File: src/hw/rtl/lru_block_cache_macros.svh
// ----------------------------------------------------------------------------
// lru_block_cache_macros.svh
// Assertion macros shared by the LRU block cache modules. Each macro expects
// signals named clk and rst_n in the module that uses it.
// ----------------------------------------------------------------------------
`ifndef LRU_BLOCK_CACHE_MACROS_SVH
`define LRU_BLOCK_CACHE_MACROS_SVH

// The consequent must hold in the same cycle as the antecedent.
`define LBC_ASSERT_SAME(label, ante, cons, msg) \
  label: assert property (@(posedge clk) disable iff (!rst_n) (ante) |-> (cons)) \
    else $error(msg);

// The consequent must hold in the cycle after the antecedent.
`define LBC_ASSERT_NEXT(label, ante, cons, msg) \
  label: assert property (@(posedge clk) disable iff (!rst_n) (ante) |=> (cons)) \
    else $error(msg);

`endif

File: src/hw/rtl/lbc_pkg.sv
// ----------------------------------------------------------------------------
// lbc_pkg
// Types and constants shared by the LRU block cache modules.
// ----------------------------------------------------------------------------
`timescale 1ns / 1ps

package lbc_pkg;

  localparam int ENTRIES    = 16;
  localparam int DATA_WIDTH = 64;
  localparam int IDX_W      = $clog2(ENTRIES);
  localparam int RANK_W     = IDX_W;
  localparam int CNT_W      = $clog2(ENTRIES + 1);

  localparam logic [4:0] CAP_RESET = 5'd16;

  typedef enum logic [1:0] {
    MODE_GET   = 2'd0,
    MODE_PUT   = 2'd1,
    MODE_INVAL = 2'd2,
    MODE_CLEAR = 2'd3
  } mode_t;

  typedef struct packed {
    mode_t       mode;
    logic [31:0] block_number;
    logic [63:0] write_data;
  } in_req_t;

  typedef struct packed {
    logic        hit;
    logic [63:0] read_data;
    logic [4:0]  occupancy;
    logic [31:0] hit_count;
    logic [31:0] miss_count;
    logic [31:0] eviction_count;
    logic [32:0] request_count;
  } out_rsp_t;

  typedef enum logic [1:0] {
    ST_IDLE,
    ST_LOOKUP,
    ST_UPDATE
  } state_t;

  // Commands from the controller to the datapath.
  typedef struct packed {
    logic load;
    logic trim;
    logic lookup;
    logic update;
  } cmd_t;

  // Status from the datapath to the controller.
  typedef struct packed {
    logic over_cap;
  } stat_t;

endpackage

File: src/hw/rtl/lbc_datapath.sv
// ----------------------------------------------------------------------------
// lbc_datapath
// Entry storage, parallel tag compare, recency ranks, counters and the
// result register of the LRU block cache.
// ----------------------------------------------------------------------------
`timescale 1ns / 1ps
`include "lru_block_cache_macros.svh"

module lbc_datapath (
  input  logic             clk,
  input  logic             rst_n,
  input  lbc_pkg::cmd_t    cmd,
  output lbc_pkg::stat_t   stat,
  input  lbc_pkg::in_req_t in_req,
  input  logic             cfg_we,
  input  logic [4:0]       cfg_wdata,
  output lbc_pkg::out_rsp_t out_rsp
);

  localparam int E = lbc_pkg::ENTRIES;

  logic [lbc_pkg::DATA_WIDTH-1:0] data_r [E];
  logic [31:0]                    key_r  [E];
  logic [lbc_pkg::RANK_W-1:0]     rank_r [E];
  logic [lbc_pkg::RANK_W-1:0]     rank_nxt [E];
  logic [lbc_pkg::RANK_W-1:0]     touch_rank [E];
  logic [E-1:0]                   valid_r, valid_nxt;
  logic [E-1:0]                   match_r;
  logic [lbc_pkg::CNT_W-1:0]      total_r, total_nxt, eff_cap;
  logic [31:0]                    hits_r, hits_nxt;
  logic [31:0]                    miss_r, miss_nxt;
  logic [31:0]                    evict_r, evict_nxt;
  logic [4:0]                     cap_r;
  lbc_pkg::in_req_t               req_r;
  lbc_pkg::out_rsp_t              out_r;

  logic [E-1:0]                   lru_vec, evict_vec, free_vec, ins_vec, key_we, data_we;
  logic                           hit_any, evict_now, hit_nxt;
  logic [lbc_pkg::RANK_W-1:0]     hit_rank, lru_rank;
  logic [lbc_pkg::DATA_WIDTH-1:0] hit_data;

  function automatic logic [31:0] sat_inc(input logic [31:0] c);
    return (c == '1) ? c : c + 32'd1;
  endfunction

  // Capacity of zero acts as one, anything above the entry count as full size.
  always_comb begin
    if (cap_r == '0) begin
      eff_cap = lbc_pkg::CNT_W'(1);
    end else if (int'(cap_r) > E) begin
      eff_cap = lbc_pkg::CNT_W'(E);
    end else begin
      eff_cap = lbc_pkg::CNT_W'(cap_r);
    end
  end

  assign stat.over_cap = (total_r > eff_cap);
  assign evict_now     = (total_r >= eff_cap);
  assign lru_rank      = lbc_pkg::RANK_W'(total_r - 1'b1);

  // Valid ranks are distinct and dense, so the least recent entry is the one
  // ranked one below the occupancy.
  always_comb begin
    hit_rank = '0;
    hit_data = '0;
    for (int i = 0; i < E; i++) begin
      lru_vec[i] = valid_r[i] && (rank_r[i] == lru_rank);
      if (match_r[i]) begin
        hit_rank = hit_rank | rank_r[i];
        hit_data = hit_data | data_r[i];
      end
    end
  end

  assign hit_any   = |match_r;
  assign evict_vec = evict_now ? lru_vec : '0;
  assign free_vec  = ~valid_r | evict_vec;
  assign ins_vec   = free_vec & (~free_vec + 1'b1);

  always_comb begin
    for (int i = 0; i < E; i++) begin
      if (match_r[i]) begin
        touch_rank[i] = '0;
      end else if (valid_r[i] && (rank_r[i] < hit_rank)) begin
        touch_rank[i] = rank_r[i] + 1'b1;
      end else begin
        touch_rank[i] = rank_r[i];
      end
    end
  end

  always_comb begin
    valid_nxt = valid_r;
    rank_nxt  = rank_r;
    total_nxt = total_r;
    hits_nxt  = hits_r;
    miss_nxt  = miss_r;
    evict_nxt = evict_r;
    key_we    = '0;
    data_we   = '0;
    hit_nxt   = 1'b0;
    if (cmd.trim) begin
      valid_nxt = valid_r & ~lru_vec;
      total_nxt = total_r - 1'b1;
      evict_nxt = sat_inc(evict_r);
    end else if (cmd.update) begin
      case (req_r.mode)
        lbc_pkg::MODE_GET: begin
          if (hit_any) begin
            rank_nxt = touch_rank;
            hits_nxt = sat_inc(hits_r);
            hit_nxt  = 1'b1;
          end else begin
            miss_nxt = sat_inc(miss_r);
          end
        end
        lbc_pkg::MODE_PUT: begin
          if (hit_any) begin
            rank_nxt = touch_rank;
            data_we  = match_r;
          end else if (ins_vec != '0) begin
            for (int i = 0; i < E; i++) begin
              if (ins_vec[i]) begin
                valid_nxt[i] = 1'b1;
                rank_nxt[i]  = '0;
              end else if (evict_vec[i]) begin
                valid_nxt[i] = 1'b0;
              end else if (valid_r[i]) begin
                rank_nxt[i] = rank_r[i] + 1'b1;
              end
            end
            key_we  = ins_vec;
            data_we = ins_vec;
            if (evict_now) begin
              evict_nxt = sat_inc(evict_r);
            end else begin
              total_nxt = total_r + 1'b1;
            end
          end
        end
        lbc_pkg::MODE_INVAL: begin
          if (hit_any) begin
            valid_nxt = valid_r & ~match_r;
            total_nxt = total_r - 1'b1;
            for (int i = 0; i < E; i++) begin
              if (valid_r[i] && (rank_r[i] > hit_rank)) begin
                rank_nxt[i] = rank_r[i] - 1'b1;
              end
            end
          end
        end
        lbc_pkg::MODE_CLEAR: begin
          valid_nxt = '0;
          total_nxt = '0;
        end
        default: begin
        end
      endcase
    end
  end

  always_ff @(posedge clk) begin
    if (!rst_n) begin
      valid_r <= '0;
      total_r <= '0;
      hits_r  <= '0;
      miss_r  <= '0;
      evict_r <= '0;
      cap_r   <= lbc_pkg::CAP_RESET;
    end else begin
      valid_r <= valid_nxt;
      total_r <= total_nxt;
      hits_r  <= hits_nxt;
      miss_r  <= miss_nxt;
      evict_r <= evict_nxt;
      if (cfg_we) begin
        cap_r <= cfg_wdata;
      end
    end
  end

  always_ff @(posedge clk) begin
    if (cmd.load) begin
      req_r <= in_req;
    end
    if (cmd.lookup) begin
      for (int i = 0; i < E; i++) begin
        match_r[i] <= valid_r[i] && (key_r[i] == req_r.block_number);
      end
    end
    for (int i = 0; i < E; i++) begin
      rank_r[i] <= rank_nxt[i];
      if (key_we[i]) begin
        key_r[i] <= req_r.block_number;
      end
      if (data_we[i]) begin
        data_r[i] <= req_r.write_data[lbc_pkg::DATA_WIDTH-1:0];
      end
    end
    if (cmd.update) begin
      out_r.hit            <= hit_nxt;
      out_r.read_data      <= hit_nxt ? 64'(hit_data) : 64'd0;
      out_r.occupancy      <= 5'(total_nxt);
      out_r.hit_count      <= hits_nxt;
      out_r.miss_count     <= miss_nxt;
      out_r.eviction_count <= evict_nxt;
      out_r.request_count  <= {1'b0, hits_nxt} + {1'b0, miss_nxt};
    end
  end

  assign out_rsp = out_r;

  `LBC_ASSERT_SAME(a_total_matches_valid, 1'b1, $countones(valid_r) == int'(total_r), "occupancy does not match valid entries")
  `LBC_ASSERT_SAME(a_total_in_range, 1'b1, int'(total_r) <= E, "occupancy above entry count")
  `LBC_ASSERT_NEXT(a_match_onehot, cmd.lookup, $onehot0(match_r), "key found in more than one entry")

endmodule

File: src/hw/rtl/lbc_ctrl.sv
// ----------------------------------------------------------------------------
// lbc_ctrl
// Sequencer of the LRU block cache: request acceptance, capacity trimming,
// lookup and update steps, and the result valid flag.
// ----------------------------------------------------------------------------
`timescale 1ns / 1ps
`include "lru_block_cache_macros.svh"

module lbc_ctrl (
  input  logic           clk,
  input  logic           rst_n,
  input  logic           in_valid,
  output logic           in_stall,
  output logic           out_valid,
  input  logic           out_stall,
  input  lbc_pkg::stat_t stat,
  output lbc_pkg::cmd_t  cmd
);

  lbc_pkg::state_t state_r, state_nxt;
  logic            out_valid_r, out_valid_nxt;
  logic            out_free;

  assign out_free = !out_valid_r || !out_stall;

  always_ff @(posedge clk) begin
    if (!rst_n) begin
      state_r     <= lbc_pkg::ST_IDLE;
      out_valid_r <= 1'b0;
    end else begin
      state_r     <= state_nxt;
      out_valid_r <= out_valid_nxt;
    end
  end

  always_comb begin
    state_nxt = state_r;
    cmd       = '0;
    in_stall  = 1'b1;
    case (state_r)
      lbc_pkg::ST_IDLE: begin
        // Requests are held off until reset has been released.
        in_stall = !rst_n;
        if (in_valid && rst_n) begin
          cmd.load  = 1'b1;
          state_nxt = lbc_pkg::ST_LOOKUP;
        end
      end
      lbc_pkg::ST_LOOKUP: begin
        if (stat.over_cap) begin
          cmd.trim = 1'b1;
        end else begin
          cmd.lookup = 1'b1;
          state_nxt  = lbc_pkg::ST_UPDATE;
        end
      end
      lbc_pkg::ST_UPDATE: begin
        if (out_free) begin
          cmd.update = 1'b1;
          in_stall   = 1'b0;
          if (in_valid) begin
            cmd.load  = 1'b1;
            state_nxt = lbc_pkg::ST_LOOKUP;
          end else begin
            state_nxt = lbc_pkg::ST_IDLE;
          end
        end
      end
      default: begin
        state_nxt = lbc_pkg::ST_IDLE;
      end
    endcase
    out_valid_nxt = cmd.update || (out_valid_r && out_stall);
  end

  assign out_valid = out_valid_r;

  `LBC_ASSERT_NEXT(a_update_sets_valid, cmd.update, out_valid_r, "result not presented after update")
  `LBC_ASSERT_SAME(a_update_needs_room, cmd.update, out_free, "result register overwritten")
  `LBC_ASSERT_SAME(a_trim_only_in_lookup, cmd.trim, state_r == lbc_pkg::ST_LOOKUP, "trim outside lookup")

endmodule

File: src/hw/rtl/lru_block_cache.sv
// ----------------------------------------------------------------------------
// lru_block_cache
// Fully associative block cache with least-recently-used replacement.
// ----------------------------------------------------------------------------
`timescale 1ns / 1ps

// Each request carries a get, put, invalidate or clear on a block number and
// returns exactly one response with the hit flag, read data, occupancy and
// the saturating hit, miss and eviction counters. A request runs through a
// lookup step, which registers the parallel compare of the key against all
// sixteen entries, and an update step, which applies the rank update and
// loads the response register. A back-to-back request is accepted in the
// same cycle as the update step of the request before it. After the capacity
// register is lowered below the occupancy, the next request first evicts
// least-recent entries, one per trim step, until occupancy equals capacity.
// A new request is accepted while the previous response still waits in the
// output register; the update step waits only if that register is full and
// stalled. The capacity register is written through cfg_we and cfg_wdata
// and should be written only while no request is in flight.
module lru_block_cache (
  input  logic              clk,
  input  logic              rst_n,
  input  logic              in_valid,
  output logic              in_stall,
  input  lbc_pkg::in_req_t  in_req,
  output logic              out_valid,
  input  logic              out_stall,
  output lbc_pkg::out_rsp_t out_rsp,
  input  logic              cfg_we,
  input  logic [4:0]        cfg_wdata
);

  // Command and status buses between the sequencer and the datapath.
  lbc_pkg::cmd_t  cmd;
  lbc_pkg::stat_t stat;

  // The sequencer owns acceptance, the trim loop and the response valid flag.
  lbc_ctrl u_ctrl (
    .clk       (clk),
    .rst_n     (rst_n),
    .in_valid  (in_valid),
    .in_stall  (in_stall),
    .out_valid (out_valid),
    .out_stall (out_stall),
    .stat      (stat),
    .cmd       (cmd)
  );

  // The datapath holds entries, ranks, counters, capacity and the response.
  lbc_datapath u_datapath (
    .clk       (clk),
    .rst_n     (rst_n),
    .cmd       (cmd),
    .stat      (stat),
    .in_req    (in_req),
    .cfg_we    (cfg_we),
    .cfg_wdata (cfg_wdata),
    .out_rsp   (out_rsp)
  );

endmodule

File: config.mk
export PLATFORM = sky130hd
export DESIGN_NAME = lru_block_cache
export DESIGN_NICKNAME = d
export VERILOG_FILES = /design/src/hw/rtl/lbc_pkg.sv /design/src/hw/rtl/lbc_datapath.sv /design/src/hw/rtl/lbc_ctrl.sv /design/src/hw/rtl/lru_block_cache.sv
export VERILOG_INCLUDE_DIRS = /design/src /design/src/hw/rtl
export SDC_FILE = /design/constraint.sdc
export NUM_CORES = 2
export LEC_CHECK = 0
export BUFFER_PORTS_ARGS = -buffer_cell sky130_fd_sc_hd__buf_2
export CAP_MARGIN = 0
export CORE_MARGIN = 2
export CORE_UTILIZATION = 35
export DETAILED_ROUTE_END_ITERATION = 10
export SLEW_MARGIN = 20
export SYNTH_ARGS = -nofsm -noshare
export SYNTH_HDL_FRONTEND = slang
export SYNTH_HIERARCHICAL = 1
export SYNTH_SLANG_ARGS = --single-unit
File: constraint.sdc
create_clock -name clk -period 39 [get_ports clk]
set_input_delay 3.9 -clock clk [delete_from_list [all_inputs] [get_ports clk]]
set_output_delay 3.9 -clock clk [all_outputs]
set_load 0.005 [all_outputs]
==> impl_metrics.env <==
export IMPL_dr_total_vias=52074
export IMPL_path_class="input pin to flip-flop"
export IMPL_fp_dieArea_um2=246900
export IMPL_timing_final_crit_share=0.2290
export IMPL_synth_edf_count=1913
export IMPL_drive_above_1_share=0.1361
export IMPL_worst_slew_pin_transition_ps=1114
export IMPL_holdBufCountCts=0
export IMPL_cp_arrival_ps=9560
export IMPL_h_tree_depth=4
export IMPL_hp_class="flip-flop to flip-flop"
export IMPL_wl_um=244400
export IMPL_setup_viol=0
export IMPL_seq_area_um2=59950
export IMPL_grt_overflow=0
export IMPL_ys_seq_elements=2038
export IMPL_slew_violations=0
export IMPL_yosysSeqAreaShare=0.7049
export IMPL_skew_ps=64.76
export IMPL_grtUsageTotal=0.1921
export IMPL_status="finished, final reports clean"
export IMPL_critPathMaxFanout=44
export IMPL_clock_fmax_ghz=0.1120
export IMPL_routedWlPerCell_um=26.29
export IMPL_post_route_drc_count=0
export IMPL_endpoint_kind="flip-flop"
export IMPL_viasPerCell=5.603
export IMPL_grt_pass1_vias=51078
export IMPL_numPortBuffers=308
export IMPL_required_ps=39630
export IMPL_power_density_nw_per_um2=50.82
export IMPL_start_util=0.3529
export IMPL_synthCells=5588
export IMPL_rsz0062_at_grt="false"
export IMPL_die_h_um=496.9
export IMPL_die_w_um=496.9
export IMPL_period_minus_slack_ps=8930
export IMPL_post_cts_resized=0
export IMPL_syn_area_um2=85040
export IMPL_cts_tree="built"
export IMPL_syn_nets=5840
export IMPL_grt_pass1_wl_um=354200
export IMPL_cap_violations=0
export IMPL_numCtsBuffers=210
export IMPL_dp_hpwl_um=139000
export IMPL_ant_nets=0
export IMPL_layout_common_cells="1,913 x edfxtp_1, 567 x xnor2_1, 307 x buf_2"
export IMPL_synth_flop_cell="edfxtp_1"
export IMPL_io_pins=309
export IMPL_max_slew_margin=0.2496
export IMPL_clock_path_buffers=3
export IMPL_core_um2=241000
export IMPL_avgSynthCellArea_um2=15.22
export IMPL_p_total_mw=4.959
export IMPL_cts_setup_buffers=0
export IMPL_fillers=21944
export IMPL_cts_root_buf="clkbuf_16"
export IMPL_synth_warnings=6
export IMPL_drt_iter0_drc=5375
export IMPL_antenna_found_initial=18
export IMPL_synthToLayoutAreaGrowth_pct=14.76
export IMPL_dr_pass1_iters=6
export IMPL_rows=180
export IMPL_globalplace_congestion=0.9005
export IMPL_grt_max_degree=162
export IMPL_final_hold_viol_count=0
export IMPL_clkTransAtPathRegs_ps=60
export IMPL_clock_latency_ps=880
export IMPL_p_leak_nw=32.44
export IMPL_setup_tns_ps=0
export IMPL_fin_nets=6175
export IMPL_cp_start_kind="input pin"
export IMPL_async_flop_share=0
export IMPL_multi_input_area_um2=23730
export IMPL_cts_num_sinks=2038
export IMPL_synth_distinct_cells=94
export IMPL_peakVddDrop_mv=0.04988
export IMPL_final_common_cell="edfxtp_1"
cell type report:
type / instances / share of cell area
Tap cell: 3185 / 0.04083
Inverter: 105 / 0.004039
Clock inverter: 148 / 0.01523
Clock buffer: 246 / 0.05544
Timing Repair Buffer: 443 / 0.02687
Multi-Input combinational cell: 3125 / 0.2432
Sequential cell: 2038 / 0.6143
Antenna cell: 4 / 0.0001026
cells by family (layout without fill, tap and decap cells):
kind of cell,Yosys count,after routing,synth area share
flops,2038,2038,0.7049
other cells,0,4,0
fa+ha+maj,144,144,0.02128
buf+inv,425,942,0.01941
mux,56,56,0.006665
simple gates,1054,1054,0.06721
compound gates,1150,1150,0.1024
xor+xnor,721,721,0.07813
where the power goes:
group	total (mW)	switching (mW)	internal, mW
Combinational	0.468	0.316	0.152
Clock	2.01	0.872	1.14
Sequential	2.48	0.0390	2.44
registers in the layout, indices dropped and copies added, names as in the netlist:
name and cells:
u_datapath/out_rsp 199, u_datapath/req_r 98, u_datapath/hits_r 32, u_datapath/rank_r 64
u_datapath/valid_r 16, u_datapath/evict_r 32, u_datapath/data_r 1024, u_datapath/match_r 16
u_datapath/miss_r 32, u_datapath/cap_r 5, u_ctrl/state_r 2, u_datapath/key_r 512
u_ctrl/out_valid 1, u_datapath/total_r 5
synth_stat cells (all sizes together) (71+ instances only):
cell type | instances | area, um^2
a21oi | 113 | 569.3
a221oi | 220 | 1933
a22o | 209 | 1831
a22oi | 150 | 1126
a31oi | 104 | 650.6
and2 | 89 | 556.8
and3 | 92 | 575.6
buf | 71 | 321.5
clkbuf | 249 | 934.7
dfxtp | 125 | 2502
edfxtp | 1913 | 57450
ha | 143 | 1789
inv | 104 | 390.4
nand2 | 185 | 694.4
nand3 | 109 | 550.5
nand4 | 161 | 1007
nor2 | 150 | 563.0
o21ai | 113 | 576.8
xnor2 | 568 | 4994
xor2 | 131 | 1147
per-stage QoR:
| step | std cells | setup WS, ps | utilization | area (um^2) | hold slack, ps |
|---|---|---|---|---|---|
| after detailed placement | 8895 | 29180 | 0.3762 | 90660 | 447.3 |
| after floorplan | 5588 | 19140 | - | 85040 | 434.7 |
| after CTS | 9289 | 30100 | 0.4048 | 97550 | 466.0 |
| after global placement | 8893 | 29190 | 0.3760 | 90610 | 441.5 |
| after global routing | 9293 | 29650 | 0.4050 | 97590 | 483.1 |
| final | 9294 | 30070 | 0.4050 | 97590 | 461.4 |
final timing paths:
check / end / startpoint / cells past startpoint / slack [ps]
max reg2reg: u_datapath/data_r[0][393]$_DFFE_PP_ / u_datapath/total_r[0]$_SDFF_PN0_ / 13 / 31320
min reg2reg: u_datapath/key_r[1][139]$_DFFE_PP_ / u_datapath/req_r[75]$_DFFE_PP_ / 0 / 460
min: u_datapath/key_r[1][139]$_DFFE_PP_ / u_datapath/req_r[75]$_DFFE_PP_ / 0 / 460
max: u_datapath/out_rsp[32]$_DFFE_PP_ / out_stall / 22 / 30070
worst max-delay path, cell delays in order:
cell and delay (ps):
buf_2 130, a21oi_4 140, buf_4 520, nor2b_1 210, buf_4 190, nand3_4 340
a41oi_1 340, buf_4 240, nor4bb_1 330, buf_4 200, nand3b_1 200, xnor2_1 340
ha_1 370, and3_1 230, nand3_1 190, nor2_1 100, a211oi_1 310, o211ai_1 230
a31o_2 340, a2111oi_0 360, o21bai_1 120, a21o_1 180
metal layers:
layer | GRT usage | vias to the layer above | routed length, um
met5 | 0 | - | 68
met3 | 0.03297 | 400 | 18220
met1 | 0.2618 | 26772 | 103600
li1 | - | 22596 | -
met4 | 0.06491 | 10 | 7819
met2 | 0.3105 | 2296 | 114700
Note: power is estimated with default switching activity, not from simulation.
